File: src/tpd_pkg.sv
// ----------------------------------------------------------------------------
// tpd_pkg: shared types and constants for the tablet packet decoder
// Byte-position codes, field widths and the assembled packet record.
// ----------------------------------------------------------------------------
package tpd_pkg;

  localparam int unsigned ByteW     = 8;
  localparam int unsigned LowW      = 7;
  localparam int unsigned CoordW    = 14;
  localparam int unsigned PosW      = 4;
  localparam int unsigned OutFieldW = 8 + 7 + 14 + 14 + 7;
  localparam int unsigned OutDataW  = ((OutFieldW + 7) / 8) * 8;

  // byte positions within a packet
  localparam logic [PosW-1:0] PosStatus1  = 4'd0;
  localparam logic [PosW-1:0] PosXHigh    = 4'd1;
  localparam logic [PosW-1:0] PosXLow     = 4'd2;
  localparam logic [PosW-1:0] PosStatus2  = 4'd3;
  localparam logic [PosW-1:0] PosYHigh    = 4'd4;
  localparam logic [PosW-1:0] PosYLow     = 4'd5;
  localparam logic [PosW-1:0] PosPressure = 4'd6;
  localparam logic [PosW-1:0] PosComplete = 4'd7;
  localparam logic [PosW-1:0] PosSat      = 4'd8;

  localparam logic [LowW-1:0] PressureOffset = 7'd64;

  typedef struct packed {
    logic [LowW-1:0]   pressure;
    logic [CoordW-1:0] pos_y;
    logic [CoordW-1:0] pos_x;
    logic [LowW-1:0]   status_second;
    logic [ByteW-1:0]  status_first;
  } packet_t;

endpackage

File: src/tpd_assembler.sv
// ----------------------------------------------------------------------------
// tpd_assembler: packet field store and byte-position tracker
// Stores each byte at its packet position and flags a complete packet when
// a sync byte follows exactly seven bytes.
// ----------------------------------------------------------------------------
module tpd_assembler (
  input  logic                            clk_i,
  input  logic                            rst_ni,
  input  logic                            take_i,
  input  logic [tpd_pkg::ByteW-1:0]       rx_byte_i,
  output logic                            emit_o,
  output tpd_pkg::packet_t                packet_o
);

  logic [tpd_pkg::PosW-1:0]   pos_q, pos_d, pos_eff;
  logic [tpd_pkg::ByteW-1:0]  status1_q, status1_d;
  logic [tpd_pkg::LowW-1:0]   x_high_q, x_high_d;
  logic [tpd_pkg::CoordW-1:0] x_value_q, x_value_d;
  logic [tpd_pkg::LowW-1:0]   status2_q, status2_d;
  logic [tpd_pkg::LowW-1:0]   y_high_q, y_high_d;
  logic [tpd_pkg::CoordW-1:0] y_value_q, y_value_d;
  logic [tpd_pkg::LowW-1:0]   pressure_q, pressure_d;
  logic [tpd_pkg::LowW-1:0]   low;
  logic                       sync;

  assign sync   = rx_byte_i[tpd_pkg::ByteW-1];
  assign low    = rx_byte_i[tpd_pkg::LowW-1:0];
  assign emit_o = take_i && sync && (pos_q == tpd_pkg::PosComplete);

  assign packet_o.status_first  = status1_q;
  assign packet_o.status_second = status2_q;
  assign packet_o.pos_x         = x_value_q;
  assign packet_o.pos_y         = y_value_q;
  assign packet_o.pressure      = pressure_q;

  always_comb begin
    pos_eff    = sync ? tpd_pkg::PosStatus1 : pos_q;
    pos_d      = pos_q;
    status1_d  = status1_q;
    x_high_d   = x_high_q;
    x_value_d  = x_value_q;
    status2_d  = status2_q;
    y_high_d   = y_high_q;
    y_value_d  = y_value_q;
    pressure_d = pressure_q;
    if (take_i) begin
      unique case (pos_eff)
        tpd_pkg::PosStatus1:  status1_d  = rx_byte_i;
        tpd_pkg::PosXHigh:    x_high_d   = low;
        tpd_pkg::PosXLow:     x_value_d  = {x_high_q, low};
        tpd_pkg::PosStatus2:  status2_d  = low;
        tpd_pkg::PosYHigh:    y_high_d   = low;
        tpd_pkg::PosYLow:     y_value_d  = {y_high_q, low};
        tpd_pkg::PosPressure: pressure_d = low + tpd_pkg::PressureOffset;
        default: ;
      endcase
      pos_d = (pos_eff < tpd_pkg::PosSat) ? pos_eff + 4'd1 : pos_eff;
    end
  end

  always_ff @(posedge clk_i or negedge rst_ni) begin
    if (!rst_ni) begin
      pos_q      <= tpd_pkg::PosStatus1;
      status1_q  <= '0;
      x_high_q   <= '0;
      x_value_q  <= '0;
      status2_q  <= '0;
      y_high_q   <= '0;
      y_value_q  <= '0;
      pressure_q <= '0;
    end else begin
      pos_q      <= pos_d;
      status1_q  <= status1_d;
      x_high_q   <= x_high_d;
      x_value_q  <= x_value_d;
      status2_q  <= status2_d;
      y_high_q   <= y_high_d;
      y_value_q  <= y_value_d;
      pressure_q <= pressure_d;
    end
  end

`ifndef NO_ASSERTIONS
  a_pos_range: assert property (@(posedge clk_i) disable iff (!rst_ni)
    pos_q <= tpd_pkg::PosSat)
    else $error("byte position beyond saturation");

  a_sync_restart: assert property (@(posedge clk_i) disable iff (!rst_ni)
    take_i && sync |=> pos_q == tpd_pkg::PosXHigh)
    else $error("sync byte did not restart the packet");

  a_pos_advance: assert property (@(posedge clk_i) disable iff (!rst_ni)
    take_i && !sync && (pos_q < tpd_pkg::PosSat) |=> pos_q == $past(pos_q) + 4'd1)
    else $error("byte position did not advance");

  a_pos_hold: assert property (@(posedge clk_i) disable iff (!rst_ni)
    !take_i |=> $stable(pos_q) && $stable(x_value_q) && $stable(y_value_q))
    else $error("state changed without a byte");
`endif

endmodule

File: src/tablet_packet_decoder.sv
// ----------------------------------------------------------------------------
// tablet_packet_decoder: serial pen tablet packet decoder
// Assembles seven-byte tablet packets from a byte stream into X, Y,
// pressure and status fields.
// ----------------------------------------------------------------------------
//  channel   direction  tdata fields (low bit up)
//  s_axis    in         rx_byte[7:0]
//  m_axis    out        status_first[7:0], status_second[14:8], pos_x[28:15],
//                       pos_y[42:29], pressure[49:43], zero[55:50]
//
//  One byte per cycle while m_axis is not stalled; a byte passes the input register,
//  then assembly; the result register loads a packet with the next sync byte.
//  Reset clears the byte position and all stored fields in the assembler.
//  A stalled output holds its result and the input register holds at most
//  one more byte; both stages then hold until m_axis_tready_i rises.
// ----------------------------------------------------------------------------
module tablet_packet_decoder (
  input  logic                          clk_i,
  input  logic                          rst_ni,
  input  logic                          s_axis_tvalid_i,
  output logic                          s_axis_tready_o,
  input  logic [tpd_pkg::ByteW-1:0]     s_axis_tdata_i,   // rx_byte
  output logic                          m_axis_tvalid_o,
  input  logic                          m_axis_tready_i,
  output logic [tpd_pkg::OutDataW-1:0]  m_axis_tdata_o    // status_first, status_second,
                                                          // pos_x, pos_y, pressure
);

  logic                         in_valid_q, in_valid_d;
  logic [tpd_pkg::ByteW-1:0]    in_byte_q, in_byte_d;
  logic                         out_valid_q, out_valid_d;
  tpd_pkg::packet_t             out_pkt_q, out_pkt_d;
  tpd_pkg::packet_t             packet;
  logic                         advance;
  logic                         emit;
  logic                         s_xfer;

  assign advance         = in_valid_q && (!out_valid_q || m_axis_tready_i);
  assign s_axis_tready_o = !in_valid_q || advance;
  assign s_xfer          = s_axis_tvalid_i && s_axis_tready_o;

  tpd_assembler u_assembler (
    .clk_i     (clk_i),
    .rst_ni    (rst_ni),
    .take_i    (advance),
    .rx_byte_i (in_byte_q),
    .emit_o    (emit),
    .packet_o  (packet)
  );

  always_comb begin
    in_valid_d  = s_xfer ? 1'b1 : (advance ? 1'b0 : in_valid_q);
    in_byte_d   = s_xfer ? s_axis_tdata_i : in_byte_q;
    out_valid_d = advance ? emit : (out_valid_q && !m_axis_tready_i);
    out_pkt_d   = (advance && emit) ? packet : out_pkt_q;
  end

  always_ff @(posedge clk_i or negedge rst_ni) begin
    if (!rst_ni) begin
      in_valid_q  <= 1'b0;
      out_valid_q <= 1'b0;
    end else begin
      in_valid_q  <= in_valid_d;
      out_valid_q <= out_valid_d;
    end
  end

  always_ff @(posedge clk_i) begin
    in_byte_q <= in_byte_d;
    out_pkt_q <= out_pkt_d;
  end

  assign m_axis_tvalid_o = out_valid_q;
  assign m_axis_tdata_o  = {{(tpd_pkg::OutDataW - tpd_pkg::OutFieldW){1'b0}}, out_pkt_q};

`ifndef NO_ASSERTIONS
  a_in_hold: assert property (@(posedge clk_i) disable iff (!rst_ni)
    in_valid_q && !advance |=> in_valid_q && $stable(in_byte_q))
    else $error("input register lost a waiting byte");

  a_emit_on_advance: assert property (@(posedge clk_i) disable iff (!rst_ni)
    emit |-> advance && in_valid_q)
    else $error("packet emitted without a byte in progress");

  a_out_load: assert property (@(posedge clk_i) disable iff (!rst_ni)
    advance && emit |=> m_axis_tvalid_o)
    else $error("emitted packet not presented");
`endif

endmodule
File: config.mk
export PLATFORM = sky130hd
export DESIGN_NAME = tablet_packet_decoder
export DESIGN_NICKNAME = d
export VERILOG_FILES = /design/src/tpd_pkg.sv /design/src/tpd_assembler.sv /design/src/tablet_packet_decoder.sv
export SDC_FILE = /design/constraint.sdc
export NUM_CORES = 1
export LEC_CHECK = 0
export ABC_AREA = 1
export BUFFER_PORTS_ARGS = -buffer_cell sky130_fd_sc_hd__buf_2
export CORE_UTILIZATION = 50
export DETAILED_ROUTE_END_ITERATION = 16
export PLACE_DENSITY_LB_ADDON = 0.08
export SLEW_MARGIN = 10
export SYNTH_ARGS = -nofsm -noshare
export SYNTH_HDL_FRONTEND = slang
export SYNTH_SLANG_ARGS = --single-unit
File: constraint.sdc
create_clock -name clk_i -period 3.59 [get_ports clk_i]
set_input_delay 1.077 -clock clk_i [delete_from_list [all_inputs] [get_ports clk_i]]
set_output_delay 1.077 -clock clk_i [all_outputs]
set_load 0.005 [all_outputs]
; Word-level counts from Yosys, hierarchy flattened
; Cells that the tools add are included.
; Widths: inputs -> output; s select.
[totals]
register_bits = 128
input_bits = 12
[classes]
add_sub_neg = 2
n_lt_le_gt_ge = 1
n_eq_ne = 7
muxes = 5
n_reduce_logical = 20
[op_table]
columns = operator, n
row1 = $eq 4x3->1 const B, 4
row2 = $reduce_and 2->1, 7
row3 = $eq 4x2->1 const B, 2
row4 = $mux 4, 2
row5 = $add 7x7->7 const B, 1
row6 = $logic_and 1x1->1, 6
row7 = $add 4x1->4 const B, 1
row8 = $eq 4x1->1 const B, 1
row9 = $logic_not 4->1, 1
row10 = $lt 4x4->1 const B, 1
row11 = $logic_not 1->1, 3
row12 = $mux 1, 3
row13 = $logic_or 1x1->1, 2
row14 = $reduce_bool 2->1, 1

; Logic depth before layout (Yosys ltp)
; Gate-level depths: netlist of the first run.
[depth]
word_depth = 6
ltp_mapped = 7
depth_no_buf = 7

; Cells and area by module
; Synthesis of the first run repeated with hierarchy kept, for this count alone.
[hier_totals]
hier_cells = 401
area_unflattened_um2 = 4783.3
[by_module_without_submodules]
columns = mod, n_inst, cells_per_inst, area_per_inst_um2
row1 = tpd_assembler, 1, 321, 2886.5
row2 = tablet_packet_decoder, 1, 80, 1896.8

; Least setup slack after synthesis of the first run
; No wires, ideal clock.
[synth_timing]
path_kind = in2reg
from = in m_axis_tready_i
to = reg out_pkt_q (netlist bit m_axis_tdata_o[0]) (enable)
t_arrival_ns = 3.641
required_ns = 3.132
slack_ns = -0.508
path_stages = 5
path_cell_list = inv_1 -> a21oi_1 -> buf_2 -> nand2_1 -> nor2_1
[synth_via]
elab_chain_cells = 5
[synth_lines]
columns = element, line_no
row1 = start: declaration, tablet_packet_decoder.sv:24  ; input logic m_axis_tready_i,
row2 = $logic_or 1x1->1 (*), tablet_packet_decoder.sv:38  ; assign advance = in_valid_q && (!out_valid_q || m_axis_tready_i);
row3 = $logic_and 1x1->1 (*), tablet_packet_decoder.sv:38
row4 = $logic_and 1x1->1 (2 in series), tpd_assembler.sv:28  ; assign emit_o = take_i && sync && (pos_q == tpd_pkg::PosComplete);
row5 = $logic_and 1x1->1 (*), tablet_packet_decoder.sv:55  ; out_pkt_d = (advance && emit) ? packet : out_pkt_q;
row6 = end signal: assignment, tablet_packet_decoder.sv:70  ; out_pkt_q <= out_pkt_d;
row7 = end: declaration, tablet_packet_decoder.sv:32  ; tpd_pkg::packet_t out_pkt_q, out_pkt_d;
; Mark *: on every way between the ends. The rest lies on a longest branch, timed or not.
; A chain may end at the register's enable or synchronous reset.

; Worst setup path in the final report of the first run
[layout_timing]
from = in m_axis_tready_i
to = out s_axis_tready_o
[layout_via]
elab_chain_cells = 3
[layout_lines]
columns = element, line_no
row1 = $logic_or 1x1->1, tablet_packet_decoder.sv:38
row2 = $logic_and 1x1->1, tablet_packet_decoder.sv:38
row3 = $logic_or 1x1->1, tablet_packet_decoder.sv:39  ; assign s_axis_tready_o = !in_valid_q || advance;
row4 = end: declaration, tablet_packet_decoder.sv:21  ; output logic s_axis_tready_o,
; No other way between the ends.

==> results.sh, run 1 <==
export IMPL_outcome="complete, no violations"
export IMPL_cts_root_buf="clkbuf_8"
export IMPL_yosys_area_top_type="dfrtp_1"
export IMPL_finalSetupViolCount=0
export IMPL_drc_errors=0
export IMPL_grt_pass1_vias=2849
export IMPL_path_class="in2out"
export IMPL_area_delta_synth_final_pct=21.89
export IMPL_die_y_um=100.1
export IMPL_wl_um=8940
export IMPL_fin_nets=489
export IMPL_slew_headroom=0.5323
export IMPL_synth_seq_cells=128
export IMPL_ios=70
export IMPL_worst_pin_slew_ps=701.5
export IMPL_finalSetupTns_ps=0
export IMPL_die_area_um2=10020
export IMPL_clockBufferDepth=2
export IMPL_powerDensity_nw_per_um2=740.7
export IMPL_synth_top_area_share=0.3639
export IMPL_cp_start_kind="input port"
export IMPL_synth_cell_type_count=23
export IMPL_placed_area_um2=5226
export IMPL_dpl_worst_slack_ps=863.5
export IMPL_clk_pin_slew_ps=60
export IMPL_dp_hpwl_um=5554
export IMPL_antenna_cells=0
export IMPL_grt_overflow=0
export IMPL_cts_buffers=17
export IMPL_vias=3103
export IMPL_synth_area_leaders="dfrtp_1 36%, edfxtp_1 36%, nand2_1 11%, nand3_1 6.8%, buf_4 1.2%"
export IMPL_finalNonFillerCells=619
export IMPL_hold_class="reg2reg"
export IMPL_grt_max_degree=74
export IMPL_drt_iter0_markers=189
export IMPL_die_w_um=100.1
export IMPL_critical_path_max_fanout=3
export IMPL_hold_violations=0
export IMPL_syn_inst=407
export IMPL_clock_sinks=128
export IMPL_end_kind="primary output"
export IMPL_ff2ff_setup_slack_ps=1580
export IMPL_cts_resized=0
export IMPL_fin_crit_sh=0.7328
export IMPL_gp_congestion=0.7867
export IMPL_gr_usage_all_layers=0.1942
export IMPL_yosys_warnings=0
export IMPL_final_layout_size_suffix_gt1_frac=0.2510
export IMPL_dr_pass1_iters=4
export IMPL_via_per_inst=5.013
export IMPL_dp_cells=587
export IMPL_post_route_util=0.6319
export IMPL_io_buffer_count=63
export IMPL_critical_path_arrival_ps=1550
export IMPL_leakage_nw=2.739
export IMPL_drtAntennaViolNets=0
export IMPL_worstPathRequired_ps=2510
export IMPL_antenna_found_initial=0
export IMPL_rsz0062_at_grt="false"
export IMPL_cts_tree="done"
export IMPL_ctsHtreeMaxLevel=4
export IMPL_hold_buffers=0
export IMPL_cap_violations=0
export IMPL_peakVddDrop_mv=0.4183
export IMPL_fin_area_um2=5867
export IMPL_drv_slew=0
export IMPL_avgSynthCellArea_um2=11.83
export IMPL_grt_pass1_wl_um=14350
export IMPL_yosysSeqAreaShare=0.7258
export IMPL_setup_slack_ps=959.3
export IMPL_period_needed_ps=2631
export IMPL_fin_skew_ps=6.812
export IMPL_max_freq_mhz=380.1
export IMPL_rows=35
export IMPL_cts_setup_buffers=0
export IMPL_insertion_delay_ps=520
export IMPL_core_area_um2=9284
export IMPL_synth_area_um2=4813
export IMPL_initial_core_util=0.5185
export IMPL_wl_per_cell_um=14.44
[final cells by class]
| type | count | area [um2] |
|---|---|---|
| Inverter | 12 | 47.55 |
| Fill cell | 772 | 3417 |
| Clock buffer | 19 | 431.7 |
| Timing Repair Buffer | 67 | 357.8 |
| Multi-Input combinational cell | 251 | 1166 |
| Clock inverter | 13 | 209.0 |
| Sequential cell | 128 | 3493 |
| Tap cell | 129 | 161.4 |
[cells in the mapped netlist]
| cell | count |
|---|---|
| a21oi_1 | 3 |
| nand3_2 | 5 |
| nor2_2 | 7 |
| buf_2 | 10 |
| nand3_4 | 1 |
| buf_4 | 8 |
| inv_4 | 1 |
| nand3b_1 | 1 |
| nand2_2 | 3 |
| nor2_4 | 1 |
| nand4_1 | 8 |
| o21ai_0 | 1 |
| nand2_1 | 143 |
| dfrtp_1 | 70 |
| nor2_1 | 5 |
| buf_6 | 3 |
| inv_2 | 3 |
| conb_1 | 1 |
| edfxtp_1 | 58 |
| nand3_1 | 65 |
| o21ai_4 | 1 |
| o21ai_2 | 1 |
| inv_1 | 8 |
[power breakdown]
| part | internal [mW] | leakage, nW | switching [mW] |
|---|---|---|---|
| Clock | 1.22 | 0.301 | 0.624 |
| Combinational | 0.153 | 0.995 | 0.261 |
| Sequential | 1.89 | 1.44 | 0.202 |
| Total | 3.26 | 2.74 | 1.09 |
[critical path, cell delays in order]
cell,delay (ps)
buf_2,90
inv_1,110
nand3_1,120
buf_2,150
[logic make-up (layout without fill, tap and decap cells)]
kind of cell    count (synthesis)  count (layout)  synth area share
compound gates                  6               6          0.009357
other cells                     1               6         0.0007791
flops                         128             128            0.7258
buf+inv                        33             111           0.03977
simple gates                  239             239            0.2243
[cells in the final DEF (no fill, tap or decap)]
| cell | n |
|---|---|
| nor2_1 | 4 |
| nand4_1 | 8 |
| dfrtp_1 | 70 |
| o21ai_2 | 1 |
| buf_2 | 63 |
| clkbuf_16 | 16 |
| clkinv_2 | 1 |
| a21oi_4 | 1 |
| nand3_2 | 5 |
| nor2_2 | 7 |
| inv_4 | 2 |
| nand2_2 | 3 |
| conb_1 | 6 |
| buf_12 | 1 |
| nor2_4 | 2 |
| clkbuf_8 | 2 |
| clkinvlp_4 | 4 |
| o21ai_0 | 1 |
| inv_2 | 3 |
| o21ai_4 | 1 |
| inv_1 | 8 |
| edfxtp_1 | 58 |
| nand2_1 | 143 |
| bufinv_16 | 5 |
| inv_6 | 1 |
| nand3_1 | 65 |
| clkinv_4 | 1 |
| a21oi_1 | 2 |
| nand3b_1 | 1 |
| clkbuf_1 | 1 |
| buf_4 | 3 |
| nand3_4 | 1 |
[through the flow]
step	power, mW	hold slack [ps]
floorplan	2.384	425.3
global placement	2.501	436.3
detailed placement	2.523	429.6
CTS	4.369	444.3
global route	4.539	446.0
finish	4.346	446.6
[per-layer routing]
layer | up-vias | track usage | part of all wire | wire length, um
met3 | 19 | 0.05710 | 0.049 | 436
li1 | 1499 | - | - | -
met2 | 105 | 0.2743 | 0.45 | 3986
met1 | 1480 | 0.2746 | 0.48 | 4315
met4 | 0 | 0.1003 | 0.023 | 202
met5 | - | 0 | 0 | 0
[flip-flops by register name, summed over array words and instances, names as in the netlist]
register,flops
u_assembler.pressure_q,7
u_assembler.pos_q,4
u_assembler.x_value_q,14
in_valid_q,1
m_axis_tdata_o,50
in_byte_q,8
u_assembler.status2_q,7
u_assembler.y_high_q,7
u_assembler.x_high_q,7
u_assembler.status1_q,8
u_assembler.y_value_q,14
m_axis_tvalid_o,1
[worst paths after layout]
kind                            depth (start not counted)                       end                      start
worst min-delay path                                    0        m_axis_tdata_o[41]  u_assembler.y_value_q[12]
worst max register to register                          3        m_axis_tdata_o[29]       u_assembler.pos_q[1]
worst max-delay path                                    4           s_axis_tready_o            m_axis_tready_i
worst min register to register                          0        m_axis_tdata_o[41]  u_assembler.y_value_q[12]
min in group asynchronous                               1  u_assembler.x_value_q[5]                     rst_ni
max in group asynchronous                               2  u_assembler.status2_q[3]                     rst_ni
Power figures use the tool's default switching activity.
==> run 2, diff against run 1 <==
Clock period 3.59 ns to 2.4 ns, I/O delays scaled along.
==> run 2 against run 1 <==
  * Die area is the same
  * Critical path depth shrank 2
  * First-iteration DRC count shrank 5.3%
  * Clock power grew 27%
  * Cell count grew 0.16%
  * Non-clock buffer count grew 1
  * Clock skew grew 2.3 ps
  * Setup slack lost 500 ps
  * Combinational power grew 52%
  * Largest power group unchanged
  * Highest routed layer unchanged
==> results.sh, run 2 (synthesis results as in run 1) <==
export IMPL_outcome="complete, no violations"
export IMPL_dpl_worst_slack_ps=396.6
export IMPL_grt_overflow=0
export IMPL_clk_pin_slew_ps=60
export IMPL_ctsHtreeMaxLevel=4
export IMPL_placed_area_um2=5259
export IMPL_drtAntennaViolNets=0
export IMPL_rows=35
export IMPL_max_freq_mhz=516.4
export IMPL_r2r_cells=3
export IMPL_cp_buffers_inverters=1
export IMPL_p_sw_mw=1.566
export IMPL_ios=70
export IMPL_p_comb_frac=0.103
export IMPL_area_delta_synth_final_pct=20.69
export IMPL_clock_sinks=128
export IMPL_antenna_cells=0
export IMPL_peakVddDrop_mv=0.5881
export IMPL_finalSetupViolCount=0
export IMPL_period_needed_ps=1937
export IMPL_worstPathRequired_ps=1680
export IMPL_dp_hpwl_um=5424
export IMPL_cts_buffers=17
export IMPL_leakage_nw=2.713
export IMPL_crit_family="flip-flops"
export IMPL_crit_chain="nand3_1, buf_2"
export IMPL_largest_reg_flops=50
export IMPL_drv_slew=0
export IMPL_antenna_found_initial=0
export IMPL_worst_r2r_endpoint="m_axis_tdata_o[34]"
export IMPL_p_int_mw=4.516
export IMPL_path_class="reg2out"
export IMPL_hold_buffers=0
export IMPL_grt_pass1_wl_um=14940
export IMPL_regArea_um2=3493
export IMPL_die_area_um2=10020
export IMPL_final_layout_size_suffix_gt1_frac=0.2485
export IMPL_hold_class="in2async"
export IMPL_critical_path_max_fanout=4
export IMPL_wl_um=8779
export IMPL_wl_per_cell_um=14.16
export IMPL_grt_pass1_vias=3020
export IMPL_dr_pass1_iters=5
export IMPL_final_cell_mix="143 x nand2_1, 70 x dfrtp_1, 65 x nand3_1, 63 x buf_2, 58 x edfxtp_1"
export IMPL_rsz0062_at_grt="false"
export IMPL_cts_setup_buffers=0
export IMPL_powerDensity_nw_per_um2=1047
export IMPL_core_area_um2=9284
export IMPL_finalSetupTns_ps=0
export IMPL_multi_input_comb_area_um2=1166
export IMPL_cts_resized=0
export IMPL_grt_max_degree=74
export IMPL_worst_pin_slew_ps=500.9
export IMPL_p_sw_frac=0.2574
export IMPL_fin_area_um2=5809
export IMPL_insertion_delay_ps=500
export IMPL_slew_headroom=0.6657
export IMPL_hold_violations=0
export IMPL_gp_congestion=0.8429
export IMPL_critical_path_arrival_ps=1220
export IMPL_end_kind="primary output"
export IMPL_fin_crit_sh=0.8069
export IMPL_p_seq_frac=0.513
export IMPL_hold_ws_ps=224.1
export IMPL_vias=3047
export IMPL_initial_core_util=0.5185
export IMPL_cts_tree="done"
export IMPL_fin_nets=490
export IMPL_io_buffer_count=63
export IMPL_clkPwrFrac=0.384
export IMPL_gr_usage_all_layers=0.1983
export IMPL_crit_path_max_incr_delay_ps=430
export IMPL_cp_slowest_cell="dfrtp_1"
export IMPL_fin_skew_ps=9.137
export IMPL_num_fill_cells=769
export IMPL_ff2ff_setup_slack_ps=740
export IMPL_setup_slack_ps=463.3
export IMPL_drt_iter0_markers=179
export IMPL_drc_errors=0
export IMPL_cap_violations=0
export IMPL_die_y_um=100.1
export IMPL_r2r_start="u_assembler.pos_q[1]"
export IMPL_cts_root_buf="clkbuf_8"
export IMPL_final_common_cell="nand2_1"
export IMPL_cp_start_kind="flop"
export IMPL_via_per_inst=4.915
export IMPL_die_w_um=100.1
export IMPL_clockBufferDepth=2
## run 2: power by group through the flow
stage	Combinational (mW)	Clock [mW]	Sequential (mW)
2_1_floorplan	0.526	0	3.04
3_3_place_gp	0.603	0	3.15
3_5_place_dp	0.635	0	3.15
4_1_cts	0.639	2.37	3.12
5_1_grt	0.748	2.47	3.17
6_report	0.629	2.33	3.12
## run 2: worst max path at each step
stage / slack, ps / depth (start not counted) / to / startpoint
after floorplan: 30 / 5 / m_axis_tdata_o[0] / m_axis_tready_i
after global placement: 440 / 7 / u_assembler.x_value_q[12] / m_axis_tready_i
after detailed placement: 400 / 7 / u_assembler.x_value_q[2] / m_axis_tready_i
after CTS: 430 / 2 / s_axis_tready_o / m_axis_tvalid_o
after global routing: 410 / 2 / s_axis_tready_o / m_axis_tvalid_o
final: 460 / 2 / s_axis_tready_o / m_axis_tvalid_o
## run 2: layout make-up
cell class,count,share of cell area
inverter,12,0.008184
tap,129,0.02778
timing repair buffer,68,0.06720
multi-input combinational,251,0.2007
clock buffer,23,0.08034
sequential,128,0.6013
clock inverter,9,0.01443
## run 2: routing by layer
| layer | GRT usage | vias up | share of wire |
|---|---|---|---|
| li1 | - | 1502 | - |
| met5 | 0 | - | 0 |
| met1 | 0.2782 | 1453 | 0.48 |
| met4 | 0.08361 | 0 | 0.0082 |
| met3 | 0.05014 | 7 | 0.049 |
| met2 | 0.2981 | 85 | 0.46 |
## run 2: worst register-to-register path: stages (launching register included)
cell	delay [ps]
dfrtp_1	570
nand4_1	270
nor2_4	200
buf_4	300
## run 2: through the flow
step / std cells / utilization / total power, mW
CTS: 620 / 0.6257 / 6.132
floorplan: 412 / - / 3.567
detailed placement: 588 / 0.5664 / 3.784
global route: 620 / 0.6257 / 6.387
finish: 620 / 0.6257 / 6.081
global placement: 588 / 0.5664 / 3.751
==> run 3, diff against run 2 <==
Clock period 2.4 ns to 1.85 ns, I/O delays scaled along.
==> run 3 against run 2 <==
  * Cell count stayed put
  * Critical path depth stayed put
  * Sequential power is 30% higher
  * Critical endpoint unchanged
  * Clock-buffer cell count is 2 lower
  * Combinational power is 32% higher
==> results.sh, run 3 (synthesis results as in run 1) <==
export IMPL_outcome="complete, no violations"
export IMPL_leakage_nw=2.743
export IMPL_drc_errors=0
export IMPL_die_w_um=100.1
export IMPL_fin_nets=490
export IMPL_worst_r2r_endpoint="u_assembler.x_value_q[1]"
export IMPL_ctsHtreeMaxLevel=4
export IMPL_p_total_mw=8.090
export IMPL_setup_slack_ps=108.7
export IMPL_hold_ws_ps=67.25
export IMPL_area_delta_synth_final_pct=22.07
export IMPL_die_area_um2=10020
export IMPL_clk_pin_slew_ps=60
export IMPL_dpl_worst_slack_ps=-82.51
export IMPL_gp_congestion=0.8011
export IMPL_ios=70
export IMPL_final_cell_mix="142 x nand2_1, 69 x dfrtp_1, 64 x nand3_1, 63 x buf_2, 58 x edfxtp_1"
export IMPL_cap_violations=0
export IMPL_dr_pass1_iters=7
export IMPL_hold_class="in2async"
export IMPL_cts_tree="done"
export IMPL_dp_hpwl_um=5375
export IMPL_drtAntennaViolNets=0
export IMPL_grt_max_degree=74
export IMPL_clockBufferDepth=2
export IMPL_vias=3078
export IMPL_insertion_delay_ps=510
export IMPL_r2r_cells=5
export IMPL_end_kind="primary output"
export IMPL_fin_skew_ps=5.790
export IMPL_hold_violations=0
export IMPL_rsz0062_at_grt="false"
export IMPL_fin_crit_sh=0.9413
export IMPL_crit_chain="nand3_2, buf_2"
export IMPL_peakVddDrop_mv=0.7469
export IMPL_cts_root_buf="clkbuf_8"
export IMPL_crit_path_max_incr_delay_ps=410
export IMPL_crit_path_start="m_axis_tvalid_o"
export IMPL_ff2ff_setup_slack_ps=240
export IMPL_finalSetupViolCount=0
export IMPL_cts_buffers=17
export IMPL_cp_start_kind="flop"
export IMPL_hold_buffers=0
export IMPL_rows=35
export IMPL_critical_path_max_fanout=4
export IMPL_period_needed_ps=1741
export IMPL_max_freq_mhz=574.3
export IMPL_grt_pass1_wl_um=14580
export IMPL_die_y_um=100.1
export IMPL_powerDensity_nw_per_um2=1377
export IMPL_initial_core_util=0.5185
export IMPL_largest_reg_flops=50
export IMPL_drv_slew=0
export IMPL_wl_um=8727
export IMPL_antenna_found_initial=0
export IMPL_via_per_inst=4.965
export IMPL_cts_setup_buffers=0
export IMPL_cts_resized=0
export IMPL_grt_pass1_vias=2928
export IMPL_r2r_start="m_axis_tvalid_o"
export IMPL_critical_path_arrival_ps=1190
export IMPL_drt_iter0_markers=107
export IMPL_antenna_cells=0
export IMPL_path_class="reg2out"
export IMPL_final_common_cell="nand2_1"
export IMPL_final_layout_size_suffix_gt1_frac=0.2566
export IMPL_grt_overflow=0
export IMPL_wl_per_cell_um=14.08
export IMPL_gr_usage_all_layers=0.1966
export IMPL_io_buffer_count=63
export IMPL_clock_sinks=128
export IMPL_cp_slowest_cell="dfrtp_2"
export IMPL_cp_endpoint="s_axis_tready_o"
export IMPL_worstPathRequired_ps=1290
export IMPL_core_area_um2=9284
[run 3: cell types whose count changed in the layout (fill, tap and decap cells not counted), sizes merged]
cell,change
clkinv,+2
clkbuf,-2
bufinv,+2
clkinvlp,-2
[run 3: worst max-delay path: cells and delay by family (launching register included)]
family / cells / cell delay (ps)
AND/OR/NAND/NOR: 1 / 120
buffers and inverters: 1 / 140
flip-flops: 1 / 410
[run 3: power breakdown]
group          leakage [nW]  internal [mW]  total, mW  switching (mW)
registers              1.44           3.67       4.05           0.379
logic                  1.02          0.313      0.829           0.516
clock network         0.282           2.08       3.21            1.14
total                  2.74           6.06       8.09            2.03
[run 3: stage by stage]
step	instances	cell area [um2]	util	TNS (ps)
2_1_floorplan	412	4877	-	-11270
5_1_grt	620	5876	0.6329	0
6_report	620	5876	0.6329	0
3_3_place_gp	588	5291	0.5699	-1197
3_5_place_dp	588	5291	0.5699	-2046
4_1_cts	620	5869	0.6322	0
[run 3: final cells by class]
type | instances | area, um2
clock buffer | 21 | 439.2
clock inverter | 11 | 138.9
fill | 736 | 3408
inverter | 12 | 60.06
multi-input combinational | 251 | 1179
sequential | 128 | 3495
tap | 129 | 161.4
timing repair buffer | 68 | 402.9
[run 3: worst min-delay path by stage]
| stage | slack, ps | startpoint | to | depth (start not counted) |
|---|---|---|---|---|
| final | 70 | rst_ni | u_assembler.status1_q[1] | 2 |
| after global routing | 90 | rst_ni | u_assembler.status1_q[1] | 2 |
| after CTS | 70 | rst_ni | u_assembler.status1_q[7] | 2 |
| after detailed placement | 430 | u_assembler.y_value_q[1] | m_axis_tdata_o[30] | 0 |
| after global placement | 430 | u_assembler.status1_q[1] | m_axis_tdata_o[1] | 0 |
| after floorplan | 260 | rst_ni | in_valid_q | 0 |
[run 3: routing by layer]
layer  global-route usage  share of wire  vias up
met2               0.3019           0.48       80
met3              0.05014          0.047       15
met1               0.2672           0.46     1478
met5                    0              0        -
li1                     -              -     1505
met4              0.08807          0.015        0
